**config.mk**
```make
export PLATFORM = sky130hd
export DESIGN_NAME = dual_actuator_bang_bang_position_hold_top
export DESIGN_NICKNAME = d
export VERILOG_FILES = /design/src/hw/rtl/dabb_pkg.sv /design/src/hw/rtl/dual_actuator_bang_bang_position_hold_top.sv
export SDC_FILE = /design/constraint.sdc
export NUM_CORES = 2
export LEC_CHECK = 0
export ABC_AREA = 1
export BUFFER_PORTS_ARGS = -buffer_cell sky130_fd_sc_hd__buf_2
export CAP_MARGIN = 0
export CORE_MARGIN = 2
export CORE_UTILIZATION = 35
export DETAILED_ROUTE_END_ITERATION = 6
export PLACE_DENSITY = 0.47
export SYNTH_ARGS = -nofsm -noshare
export SYNTH_HDL_FRONTEND = slang
export SYNTH_SLANG_ARGS = --single-unit
```
**constraint.sdc**
```tcl
create_clock -name clk -period 17.7 [get_ports clk]
set_input_delay 0 -clock clk [delete_from_list [all_inputs] [get_ports clk]]
set_output_delay 0 -clock clk [all_outputs]
set_load 0.02 [all_outputs]
```
**src/hw/rtl/dabb_pkg.sv**
```systemverilog
`timescale 1ns / 1ps
// ----------------------------------------------------------------------------
// dabb_pkg
// Shared types and constants for the dual actuator bang-bang position hold.
// ----------------------------------------------------------------------------
package dabb_pkg;

  localparam int unsigned FULL_TURN = 23040;
  localparam int unsigned HALF_TURN = 11520;
  // multiple of a full turn that lifts any scaled target above zero
  localparam int unsigned TGT_BIAS  = 23040 * 365;
  // floor(2^16 / 45), short by less than one after the shift
  localparam int unsigned RECIP_45  = 1456;

  typedef enum logic [1:0] {
    KIND_TICK   = 2'd0,
    KIND_SPEED  = 2'd1,
    KIND_TARGET = 2'd2,
    KIND_STOP   = 2'd3
  } kind_t;

  typedef enum logic [2:0] {
    REG_SPEED_DEADBAND = 3'd0,
    REG_POSITION_DUTY  = 3'd1,
    REG_DRIVE_REVERSE  = 3'd2,
    REG_HOLD_WINDOW    = 3'd3,
    REG_RESUME_WINDOW  = 3'd4,
    REG_STALE_LIMIT_MS = 3'd5,
    REG_TARGET_SCALE   = 3'd6
  } reg_idx_t;

  typedef struct packed {
    kind_t              kind;
    logic signed [15:0] command_value;
    logic               side_a_present;
    logic        [15:0] side_a_age_ms;
    logic        [14:0] side_a_angle;
    logic               side_b_present;
    logic        [15:0] side_b_age_ms;
    logic        [14:0] side_b_angle;
  } in_item_t;

  typedef struct packed {
    logic signed [15:0] drive_a;
    logic signed [15:0] drive_b;
    logic               in_position_mode;
    logic               held_a;
    logic               held_b;
  } out_item_t;

  typedef struct packed {
    logic signed [15:0] drive;
    logic               settled;
  } side_res_t;

endpackage

```
**src/hw/rtl/dual_actuator_bang_bang_position_hold_top.sv**
```systemverilog
`timescale 1ns / 1ps
// ----------------------------------------------------------------------------
// dual_actuator_bang_bang_position_hold_top
// Two-sided bang-bang position hold with velocity mode and hysteresis.
// ----------------------------------------------------------------------------
// an accepted item is held in a_r and evaluated into out_data_r; 1 transaction per
//   cycle unless out_stall holds the result or a tick waits; a tick waits until the
//   scaled target pipeline (multiply, round, mod 23040, three registers) has settled
//   after a target command or a target_scale write; commands are never held for it
// synchronous active-low reset clears mode, stored values, flags and drives;
//   the target pipeline is not reset, and ticks wait while it refills after reset
module dual_actuator_bang_bang_position_hold_top
  import dabb_pkg::*;
(
  input  logic      clk,
  input  logic      rst_n,
  input  logic      in_valid,
  output logic      in_stall,
  input  in_item_t  in_data,
  output logic      out_valid,
  input  logic      out_stall,
  output out_item_t out_data,
  input  logic      cfg_valid,
  output logic      cfg_ready,
  input  logic [2:0] cfg_index,
  input  logic [15:0] cfg_data
);

  // configuration
  logic [14:0] deadband_r;
  logic [14:0] duty_r;
  logic        reverse_r;
  logic [13:0] hold_win_r;
  logic [13:0] resume_win_r;
  logic [15:0] stale_lim_r;
  logic [15:0] scale_r;

  // block state
  logic               mode_r, mode_nxt;
  logic               prev_mode_r, prev_mode_nxt;
  logic signed [15:0] speed_r, speed_nxt;
  logic signed [15:0] target_r, target_nxt;
  logic signed [15:0] prev_target_r, prev_target_nxt;
  logic [1:0]         settled_r, settled_nxt;
  logic signed [15:0] last_a_r, last_a_nxt;
  logic signed [15:0] last_b_r, last_b_nxt;

  // pipeline
  logic      a_valid_r;
  in_item_t  a_r;
  logic      out_valid_r;
  out_item_t out_data_r;
  logic      a_adv;
  logic      in_fire;
  logic      cfg_fire;

  // scaled target pipeline
  logic signed [32:0] prod_r;
  logic [24:0]        tgtu_r;
  logic [14:0]        wrap_r, wrap_nxt;
  logic [1:0]         wait_r, wait_nxt;
  logic signed [33:0] rnd;
  logic signed [25:0] tgt_s;
  logic [25:0]        tgt_u;
  logic [15:0]        qu;
  logic [26:0]        d_full;
  logic [10:0]        d;
  logic [16:0]        d45;
  logic [16:0]        rem;
  logic [5:0]         rem45;

  // tick evaluation
  logic      fresh_a, fresh_b, have;
  side_res_t res_a, res_b;
  logic      sa, sb;

  function automatic side_res_t side_eval(
    input logic [14:0] wrap,
    input logic        have_rd,
    input logic [14:0] angle,
    input logic        settled,
    input logic [13:0] hold_win,
    input logic [13:0] resume_win,
    input logic [14:0] duty,
    input logic        reverse
  );
    side_res_t          res;
    logic signed [17:0] v;
    logic [15:0]        r;
    logic signed [16:0] err;
    logic [14:0]        mag;
    logic signed [15:0] pos, neg;
    v = $signed({3'b000, wrap}) + 18'sd11520 - $signed({3'b000, angle});
    if (v < 0) begin
      v = v + 18'sd23040;
    end else if (v >= 18'sd23040) begin
      v = v - 18'sd23040;
    end
    r = v[15:0];
    if (r == 16'd0) begin
      r = 16'(FULL_TURN);
    end
    err = $signed({1'b0, r}) - 17'sd11520;
    mag = (err < 0) ? 15'(-err) : 15'(err);
    pos = $signed({1'b0, duty});
    neg = -pos;
    res.drive   = '0;
    res.settled = settled;
    if (!have_rd) begin
      res.settled = 1'b0;
    end else if (settled && (mag <= {1'b0, resume_win})) begin
      res.settled = 1'b1;
    end else if (mag <= {1'b0, hold_win}) begin
      res.settled = 1'b1;
    end else begin
      res.settled = 1'b0;
      res.drive   = ((err > 0) ^ reverse) ? pos : neg;
    end
    return res;
  endfunction

  assign cfg_ready = 1'b1;
  assign cfg_fire  = cfg_valid && cfg_ready;

  assign a_adv    = a_valid_r && (!out_valid_r || !out_stall) &&
                    ((a_r.kind != KIND_TICK) || (wait_r == 2'd0));
  assign in_stall = a_valid_r && !a_adv;
  assign in_fire  = in_valid && !in_stall;

  assign out_valid = out_valid_r;
  assign out_data  = out_data_r;

  // configuration registers
  always_ff @(posedge clk) begin
    if (!rst_n) begin
      deadband_r   <= '0;
      duty_r       <= '0;
      reverse_r    <= 1'b0;
      hold_win_r   <= 14'd64;
      resume_win_r <= 14'd128;
      stale_lim_r  <= 16'd100;
      scale_r      <= 16'd256;
    end else if (cfg_fire) begin
      case (reg_idx_t'(cfg_index))
        REG_SPEED_DEADBAND: deadband_r   <= cfg_data[14:0];
        REG_POSITION_DUTY:  duty_r       <= cfg_data[14:0];
        REG_DRIVE_REVERSE:  reverse_r    <= cfg_data[0];
        REG_HOLD_WINDOW:    hold_win_r   <= cfg_data[13:0];
        REG_RESUME_WINDOW:  resume_win_r <= cfg_data[13:0];
        REG_STALE_LIMIT_MS: stale_lim_r  <= cfg_data;
        REG_TARGET_SCALE:   scale_r      <= cfg_data;
        default: ;
      endcase
    end
  end

  // scaled target: round(target * scale / 256) mod 23040
  always_comb begin
    rnd      = 34'(prod_r) + 34'sd128;
    tgt_s    = 26'(rnd >>> 8);
    tgt_u    = 26'(tgt_s) + 26'(TGT_BIAS);
    qu       = tgtu_r[24:9];
    d_full   = 27'(qu) * 27'(RECIP_45);
    d        = d_full[26:16];
    d45      = 17'(d) * 17'd45;
    rem      = 17'(qu) - d45;
    rem45    = (rem[6:0] >= 7'd45) ? 6'(rem[6:0] - 7'd45) : rem[5:0];
    wrap_nxt = {rem45, tgtu_r[8:0]};
  end

  always_ff @(posedge clk) begin
    prod_r <= $signed(target_r) * $signed({1'b0, scale_r});
    tgtu_r <= tgt_u[24:0];
    wrap_r <= wrap_nxt;
  end

  always_comb begin
    wait_nxt = (wait_r != 2'd0) ? wait_r - 2'd1 : 2'd0;
    if ((a_adv && (a_r.kind == KIND_TARGET)) ||
        (cfg_fire && (reg_idx_t'(cfg_index) == REG_TARGET_SCALE))) begin
      wait_nxt = 2'd3;
    end
  end

  // item evaluation
  always_comb begin
    fresh_a = a_r.side_a_present && (a_r.side_a_age_ms <= stale_lim_r);
    fresh_b = a_r.side_b_present && (a_r.side_b_age_ms <= stale_lim_r);
    have    = fresh_a || fresh_b;

    mode_nxt        = mode_r;
    prev_mode_nxt   = prev_mode_r;
    speed_nxt       = speed_r;
    target_nxt      = target_r;
    prev_target_nxt = prev_target_r;
    settled_nxt     = settled_r;
    last_a_nxt      = last_a_r;
    last_b_nxt      = last_b_r;

    sa = settled_r[0];
    sb = settled_r[1];
    if (!prev_mode_r || (target_r != prev_target_r)) begin
      sa = 1'b0;
      sb = 1'b0;
    end
    res_a = side_eval(wrap_r, have, fresh_a ? a_r.side_a_angle : a_r.side_b_angle, sa,
                      hold_win_r, resume_win_r, duty_r, reverse_r);
    res_b = side_eval(wrap_r, have, fresh_b ? a_r.side_b_angle : a_r.side_a_angle, sb,
                      hold_win_r, resume_win_r, duty_r, reverse_r);

    case (a_r.kind)
      KIND_SPEED: begin
        speed_nxt = a_r.command_value;
        if (($signed({a_r.command_value[15], a_r.command_value}) >
             $signed({2'b00, deadband_r})) ||
            ($signed({a_r.command_value[15], a_r.command_value}) <
             -$signed({2'b00, deadband_r}))) begin
          mode_nxt = 1'b0;
        end
      end
      KIND_TARGET: begin
        target_nxt = a_r.command_value;
        mode_nxt   = 1'b1;
      end
      KIND_STOP: begin
        speed_nxt = '0;
        mode_nxt  = 1'b0;
      end
      KIND_TICK: begin
        if (mode_r) begin
          prev_target_nxt = target_r;
          settled_nxt     = {res_b.settled, res_a.settled};
          last_a_nxt      = res_a.drive;
          last_b_nxt      = res_b.drive;
        end else begin
          last_a_nxt = speed_r;
          last_b_nxt = speed_r;
        end
        prev_mode_nxt = mode_r;
      end
      default: ;
    endcase
  end

  // control and state
  always_ff @(posedge clk) begin
    if (!rst_n) begin
      a_valid_r     <= 1'b0;
      out_valid_r   <= 1'b0;
      wait_r        <= 2'd3;
      mode_r        <= 1'b0;
      prev_mode_r   <= 1'b0;
      speed_r       <= '0;
      target_r      <= '0;
      prev_target_r <= '0;
      settled_r     <= '0;
      last_a_r      <= '0;
      last_b_r      <= '0;
    end else begin
      wait_r <= wait_nxt;
      if (in_fire) begin
        a_valid_r <= 1'b1;
      end else if (a_adv) begin
        a_valid_r <= 1'b0;
      end
      if (a_adv) begin
        out_valid_r <= 1'b1;
      end else if (!out_stall) begin
        out_valid_r <= 1'b0;
      end
      if (a_adv) begin
        mode_r        <= mode_nxt;
        prev_mode_r   <= prev_mode_nxt;
        speed_r       <= speed_nxt;
        target_r      <= target_nxt;
        prev_target_r <= prev_target_nxt;
        settled_r     <= settled_nxt;
        last_a_r      <= last_a_nxt;
        last_b_r      <= last_b_nxt;
      end
    end
  end

  // payload registers
  always_ff @(posedge clk) begin
    if (in_fire) begin
      a_r <= in_data;
    end
    if (a_adv) begin
      out_data_r.drive_a          <= last_a_nxt;
      out_data_r.drive_b          <= last_b_nxt;
      out_data_r.in_position_mode <= mode_nxt;
      out_data_r.held_a           <= settled_nxt[0];
      out_data_r.held_b           <= settled_nxt[1];
    end
  end

  // checks
  a_adv_gives_result: assert property (@(posedge clk) disable iff (!rst_n)
    a_adv |=> out_valid_r)
    else $error("evaluated transaction produced no result");

  a_tick_waits_target: assert property (@(posedge clk) disable iff (!rst_n)
    (wait_r != 2'd0) |-> !(a_adv && (a_r.kind == KIND_TICK)))
    else $error("tick evaluated against an unsettled scaled target");

  a_no_reading_idle: assert property (@(posedge clk) disable iff (!rst_n)
    (a_adv && (a_r.kind == KIND_TICK) && mode_r && !have) |=>
      ((out_data_r.drive_a == 16'sd0) && (out_data_r.drive_b == 16'sd0) &&
       !out_data_r.held_a && !out_data_r.held_b))
    else $error("position tick without readings did not idle both sides");

endmodule

```
After elaboration in Yosys (flattened, before gate mapping)
Index checks and enable logic that the tools add are counted.
Cells by class
  add/subtract/negate cells: 18
  $mul: 3
  divide/modulo/power cells: 0
  $lt $le $gt $ge: 17
  equality and inequality tests: 11
  shift-type cells: 0
  mux-type cells: 41
  bitwise gates (word level): 3
  reductions and logical operators: 42
Operators by type and width (number)
  $mux 16: 18
  $lt 17x1->1 const B: 4
  $le 15x14->1: 4
  $mux 15: 4
  $ge 17x16->1 const B: 2
  $gt 17x1->1 const B: 2
  $sub 16x14->17 const B: 2
  $sub 16x15->17: 2
  $add 33x9->33 const B: 1
  $mul 16x17->33: 1
  $add 16x16->16 const B: 2
  $le 16x16->1: 2
  $logic_not 16->1: 2
  $pmux 16 s2: 1
  $sub 16x16->16 const B: 2
  $neg 15->15: 2
  $add 25x24->25 const B: 1
  $mul 16x7->23 const B: 1
  $reduce_and 2->1: 10
  $lt 16x17->1: 1
  $neg 15->17: 1
  $add 15x14->16 const B: 1
  $gt 16x16->1: 1
  $ne 16x16->1: 1
  other kinds (26): 67
Storage, ports and cells
  register bits after elaboration: 369
  latch bits: 0
  bits in writable memories: 0
  ROM bits: 0
  input port bits: 106
  memories: 0

Depth between registers and ports, before layout
  depth after elaboration: 18
  depth in mapped cells: 68
  gate-level depth less buffers: 65

Worst setup path after synthesis
Ideal clock, no wire load.
  kind: register to register
  start point: reg a_r[30] in the netlist's numbering
  end point: reg out_data_r (netlist bit out_data[10]) (data pin)
  library setup time: 0.159 ns
  arrival time: 7.131 ns
  required time: 17.541 ns
  slack: 10.410 ns
  stages on the path, launching flop included: 63
  buffers on the path: 3
  path through: edfxtp_1 ha_1 nand2_1 nor4_1 nand2_1 a32o_1 nand2_1 clkbuf_1 nand2_1 o21ai_0 ha_1 inv_1 fa_1 nand3_1 nand2_1 nand2_1 nand2_2 nand2_1 [... 27 more ...] o21ai_0 ha_1 nand2_1 nor2_1 a211oi_1 o21ai_0 a21oi_1 nor2_1 o21ai_0 o311a_1 o21ai_0 a21oi_1 a31oi_1 nand2_1 a21oi_2 buf_4 nand3_1 a22oi_1
On the way
  cells in the longest elaborated chain, start to end: 18
Ends and longest elaborated chain
  from (decl): line dual_actuator_bang_bang_position_hold_top.sv:50  | in_item_t a_r;
  from (signal assigned): line dual_actuator_bang_bang_position_hold_top.sv:287  | a_r <= in_data;
  $le 16x16->1 *: line dual_actuator_bang_bang_position_hold_top.sv:188  | fresh_b = a_r.side_b_present && (a_r.side_b_age_ms <= stale_lim_r);
  $logic_and 1x1->1 *: line dual_actuator_bang_bang_position_hold_top.sv:188
  $mux 15: line dual_actuator_bang_bang_position_hold_top.sv:208  | res_b = side_eval(wrap_r, have, fresh_b ? a_r.side_b_angle : a_r.side_a_angle, sb,
  $sub 16x15->17: line dual_actuator_bang_bang_position_hold_top.sv:93  | v = $signed({3'b000, wrap}) + 18'sd11520 - $signed({3'b000, angle});
  $sub 16x16->16 or $ge 17x16->1 (tied branches): line dual_actuator_bang_bang_position_hold_top.sv:97, dual_actuator_bang_bang_position_hold_top.sv:96
  $mux 16: line dual_actuator_bang_bang_position_hold_top.sv:96  | end else if (v >= 18'sd23040) begin
  $mux 16: line dual_actuator_bang_bang_position_hold_top.sv:94  | if (v < 0) begin
  $logic_not 16->1: line dual_actuator_bang_bang_position_hold_top.sv:100  | if (r == 16'd0) begin
  [... 3 more ...]
  $mux 15 or $xor 1x1->1 (tied branches): line dual_actuator_bang_bang_position_hold_top.sv:104, dual_actuator_bang_bang_position_hold_top.sv:117
  $le 15x14->1 (tied with other cells): line dual_actuator_bang_bang_position_hold_top.sv:113  | end else if (mag <= {1'b0, hold_win}) begin
  $mux 16 or $logic_and 1x1->1 (tied branches): line dual_actuator_bang_bang_position_hold_top.sv:113, dual_actuator_bang_bang_position_hold_top.sv:111
  $mux 16: line dual_actuator_bang_bang_position_hold_top.sv:111  | end else if (settled && (mag <= {1'b0, resume_win})) begin
  $mux 16 *: line dual_actuator_bang_bang_position_hold_top.sv:109  | if (!have_rd) begin
  $mux 16 *: line dual_actuator_bang_bang_position_hold_top.sv:230  | if (mode_r) begin
  $mux 16 *: line dual_actuator_bang_bang_position_hold_top.sv:211  | case (a_r.kind)
  net last_b_nxt[7]: line dual_actuator_bang_bang_position_hold_top.sv:46  | logic signed [15:0] last_b_r, last_b_nxt;
  to (decl): line dual_actuator_bang_bang_position_hold_top.sv:52  | out_item_t out_data_r;
Mark *: on every way through the listed nets, which the timed path passes. The rest lies on a longest branch.
A chain may end at the register's enable or synchronous reset.

Worst setup path in the final report
  start point: reg stale_lim_r[1]
  end point: reg out_data_r (netlist bit out_data[18]) (data pin)
On the way
  cells in the longest elaborated chain, start to end: 18
Ends and longest elaborated chain
  from (decl): line dual_actuator_bang_bang_position_hold_top.sv:35  | logic [15:0] stale_lim_r;
  from (signal assigned): line dual_actuator_bang_bang_position_hold_top.sv:150  | REG_STALE_LIMIT_MS: stale_lim_r <= cfg_data;
  $le 16x16->1: line dual_actuator_bang_bang_position_hold_top.sv:188
  $logic_and 1x1->1: line dual_actuator_bang_bang_position_hold_top.sv:188
  $mux 15: line dual_actuator_bang_bang_position_hold_top.sv:208
  $sub 16x15->17: line dual_actuator_bang_bang_position_hold_top.sv:93
  $sub 16x16->16 or $ge 17x16->1 (tied branches): line dual_actuator_bang_bang_position_hold_top.sv:97, dual_actuator_bang_bang_position_hold_top.sv:96
  $mux 16: line dual_actuator_bang_bang_position_hold_top.sv:96
  $mux 16: line dual_actuator_bang_bang_position_hold_top.sv:94
  $logic_not 16->1: line dual_actuator_bang_bang_position_hold_top.sv:100
  [... 3 more ...]
  $mux 15 or $xor 1x1->1 (tied branches): line dual_actuator_bang_bang_position_hold_top.sv:104, dual_actuator_bang_bang_position_hold_top.sv:117
  $le 15x14->1 (tied with other cells): line dual_actuator_bang_bang_position_hold_top.sv:113
  $mux 16 or $logic_and 1x1->1 (tied branches): line dual_actuator_bang_bang_position_hold_top.sv:113, dual_actuator_bang_bang_position_hold_top.sv:111
  $mux 16: line dual_actuator_bang_bang_position_hold_top.sv:111
  $mux 16 *: line dual_actuator_bang_bang_position_hold_top.sv:109
  $mux 16 *: line dual_actuator_bang_bang_position_hold_top.sv:230
  $mux 16 *: line dual_actuator_bang_bang_position_hold_top.sv:211
  net last_b_nxt[15]: line dual_actuator_bang_bang_position_hold_top.sv:46
Marked as above.

==> impl_metrics.tcl <==
set metrics [dict create \
    area_delta_synth_final_pct 13.6 \
    gp_congestion 0.890 \
    cts_num_sinks 362 \
    worst_pin_slew_ns 1.01 \
    ys_warn_count 0 \
    hold-path-cell-count 2 \
    reg2regPathDepth 58 \
    grt_max_degree 79 \
    arrival_ns 10.19 \
    timing.final.crit_share_pct 55.1 \
    synth_flop_cell "dfxtp_1" \
    io_buffer_count 142 \
    synth-edff-count 117 \
    drc 0 \
    cp_slowest_cell "a21oi_2" \
    setup_viol 0 \
    synthCells 3998 \
    vias 26000 \
    dpl.hpwl_mm 70.0 \
    grt_use_met1_pct 27.3 \
    cts_made_buffers 44 \
    ys_seq_area_share_pct 26.6 \
    ys_ff_latch 362 \
    synth_area_um2 31700 \
    antenna_cells 0 \
    ant_nets 0 \
    multi_input_area_um2 19700 \
    yosys.cell_types.count 60 \
    setup_tns_ns 0 \
    drive_gt1_share_pct 8.12 \
    num_rows 110 \
    skew_ns 0.0465 \
    cap_violations 0 \
    grt_pass1_wl_mm 146 \
    status "complete, no violations" \
    start_util_pct 35.3 \
    hold_violations 0 \
    hold_class "in2reg" \
    nNetsFinal 4861 \
    synth_area_per_cell_um2 7.93 \
    critical_path.top_delay_family "simple AND/OR/NAND/NOR gates" \
    cp-end-kind "flip-flop" \
    slew_headroom_pct 32.8 \
    avgRoutedWirePerCell_um 17.0 \
    n_fill_cell 9251 \
    async_flop_share_pct 0 \
    crit_fanout 31 \
    fmax_ghz 0.103 \
    antenna_found_initial 4 \
    overflow 0 \
    use_met3_pct 1.72 \
    coreArea_um2 89900 \
    routed_via_density 4.82 \
    ctsHtreeMaxLevel 2 \
    clk_latency_ns 0.60 \
    rsz0062_at_grt "false" \
    die_area_um2 93000 \
    drt-total-wl_mm 91.8 \
    path_clk_slew_ns 0.06 \
    clockBufferDepth 3 \
    dr.first_iter.drc_count 1369 \
    drtPass1Iterations 5 \
    max_stage_delay_ns 0.77 \
    first_global_vias 25800 \
    use_met2_pct 33.9 \
    grt_usage_pct 19.8 \
    busiest_layer "met2" \
    crit_cells 58 \
    die_y_um 305 \
    worstPathRequired_ns 18.13 \
    cp_common_cell "nand2_1" \
    die_width_um 305 \
    cts-root-buf "clkbuf_16" \
    ios 144 \
    synth_nets 4680 \
    layout_min_cycle_time_ns 9.75 \
    finalMaxSlewViolations 0 \
    startpoint_type "flip-flop" \
    cts_tree "built" \
    cp.buffers_inverters 6 \
    register_area_um2 8420 \
    worstSetupPathType "reg2reg" \
]
[cell families after synthesis]
group	count (synthesis)	synth area share, %
other	1	0.0118
flip-flops	362	26.6
AND/OR/NAND/NOR	1399	19.5
AO/OA/AOI/OAI	578	10.0
XOR/XNOR	160	4.44
adder cells (fa/ha/maj)	576	28.3
buffers and inverters	922	11.2
[cells in the mapped netlist (3+ instances only)]
library cell | number | area (µm²)
a21oi_2 | 4 | 35.0
buf_1 | 17 | 63.8
inv_2 | 8 | 30.0
nand3b_1 | 4 | 30.0
ha_1 | 342 | 4280
o21bai_1 | 6 | 45.0
buf_4 | 6 | 45.0
a211oi_1 | 6 | 45.0
nand4_1 | 59 | 369
clkinv_1 | 4 | 15.0
o211ai_1 | 14 | 105
dfxtp_1 | 245 | 4900
o21a_1 | 3 | 22.5
fa_1 | 234 | 4680
nand3_1 | 235 | 1180
or2_2 | 18 | 113
nand2_4 | 8 | 90.1
xnor2_1 | 40 | 350
a31oi_1 | 3 | 18.8
o221ai_1 | 7 | 61.3
a22oi_1 | 30 | 225
nand2_2 | 24 | 150
nand2_1 | 773 | 2900
xor2_1 | 119 | 1040
nor2_1 | 200 | 751
and2_1 | 3 | 18.8
nand3_2 | 20 | 200
buf_6 | 9 | 101
a221oi_1 | 4 | 35.0
a21oi_1 | 311 | 1560
o21ai_0 | 170 | 851
nor2_2 | 10 | 62.6
buf_2 | 3 | 15.0
nor4_1 | 8 | 50.1
nor2_4 | 5 | 56.3
clkbuf_1 | 106 | 398
a21o_1 | 4 | 30.0
inv_1 | 769 | 2890
edfxtp_1 | 117 | 3510
nor3_1 | 26 | 130
[flip-flops by register name, summed over array words and instances, names as in the netlist, 15 cells and up]
signal,count
wrap_r,15
prev_target_r,16
last_a_r,16
duty_r,15
target_r,16
prod_r,26
scale_r,16
speed_r,16
last_b_r,16
out_data,35
stale_lim_r,16
tgtu_r,25
a_r,82
deadband_r,15
[final cells by class]
type / instances / share of cell area (%)
clock inverters: 22 / 0.622
inverters: 781 / 8.14
well taps: 1176 / 4.08
clock buffers: 59 / 3.47
repair buffers: 276 / 5.54
flip-flops and latches: 362 / 23.4
multi-input cells: 2714 / 54.8
[layout by cell type (no fill, tap or decap), drive strengths merged, types with 20 or more instances in the layout]
| cell | instances |
|---|---|
| ha | 342 |
| a22oi | 30 |
| nor2 | 216 |
| xnor2 | 41 |
| nor3 | 26 |
| dfxtp | 245 |
| nand2 | 805 |
| fa | 234 |
| inv | 778 |
| dlygate4sd3 | 111 |
| nand3 | 257 |
| clkinv | 20 |
| xor2 | 119 |
| nand4 | 59 |
| a21oi | 316 |
| o21ai | 172 |
| clkbuf | 59 |
| buf | 165 |
| edfxtp | 117 |
[path summary, 6_finish.rpt]
path                                      from      endpoint  slack [ns]
worst min register to register       tgtu_r[3]     wrap_r[3]        0.33
worst max-delay path            stale_lim_r[1]  out_data[18]        7.95
worst max register to register  stale_lim_r[1]  out_data[18]        7.95
worst min-delay path               in_data[80]       a_r[80]        0.13
[per-layer routing]
metal  part of all wire [%]  routed length (µm)
met1                     47               43200
met2                     48               44100
met3                    3.3                3000
met4                    1.7                1520
met5                      0                   0
[repair_timing]
item	CTS	global route
endpoints found under the hold margin	194	0
hold buffers	111	0
gates resized for setup	0	0
buffers inserted	0	0
[per-stage QoR]
step / worst slack, ns / utilization, % / std cells / instance area [µm²] / hold slack (ns)
final: 7.95 / 40.1 / 5390 / 36000 / 0.127
after global routing: 6.73 / 40.1 / 5390 / 36000 / 0.0958
after CTS: 7.85 / 40.1 / 5390 / 36000 / 0.0863
after detailed placement: 7.87 / 37.2 / 5198 / 33400 / 0.178
after global placement: 8.03 / 37.2 / 5198 / 33400 / 0.177
after floorplan: 10.41 / - / 3998 / 31700 / 0.0989
Power is left out: the tool's default activity adds up to more than one toggle a clock period on the data nets, which glitch-free logic cannot reach.
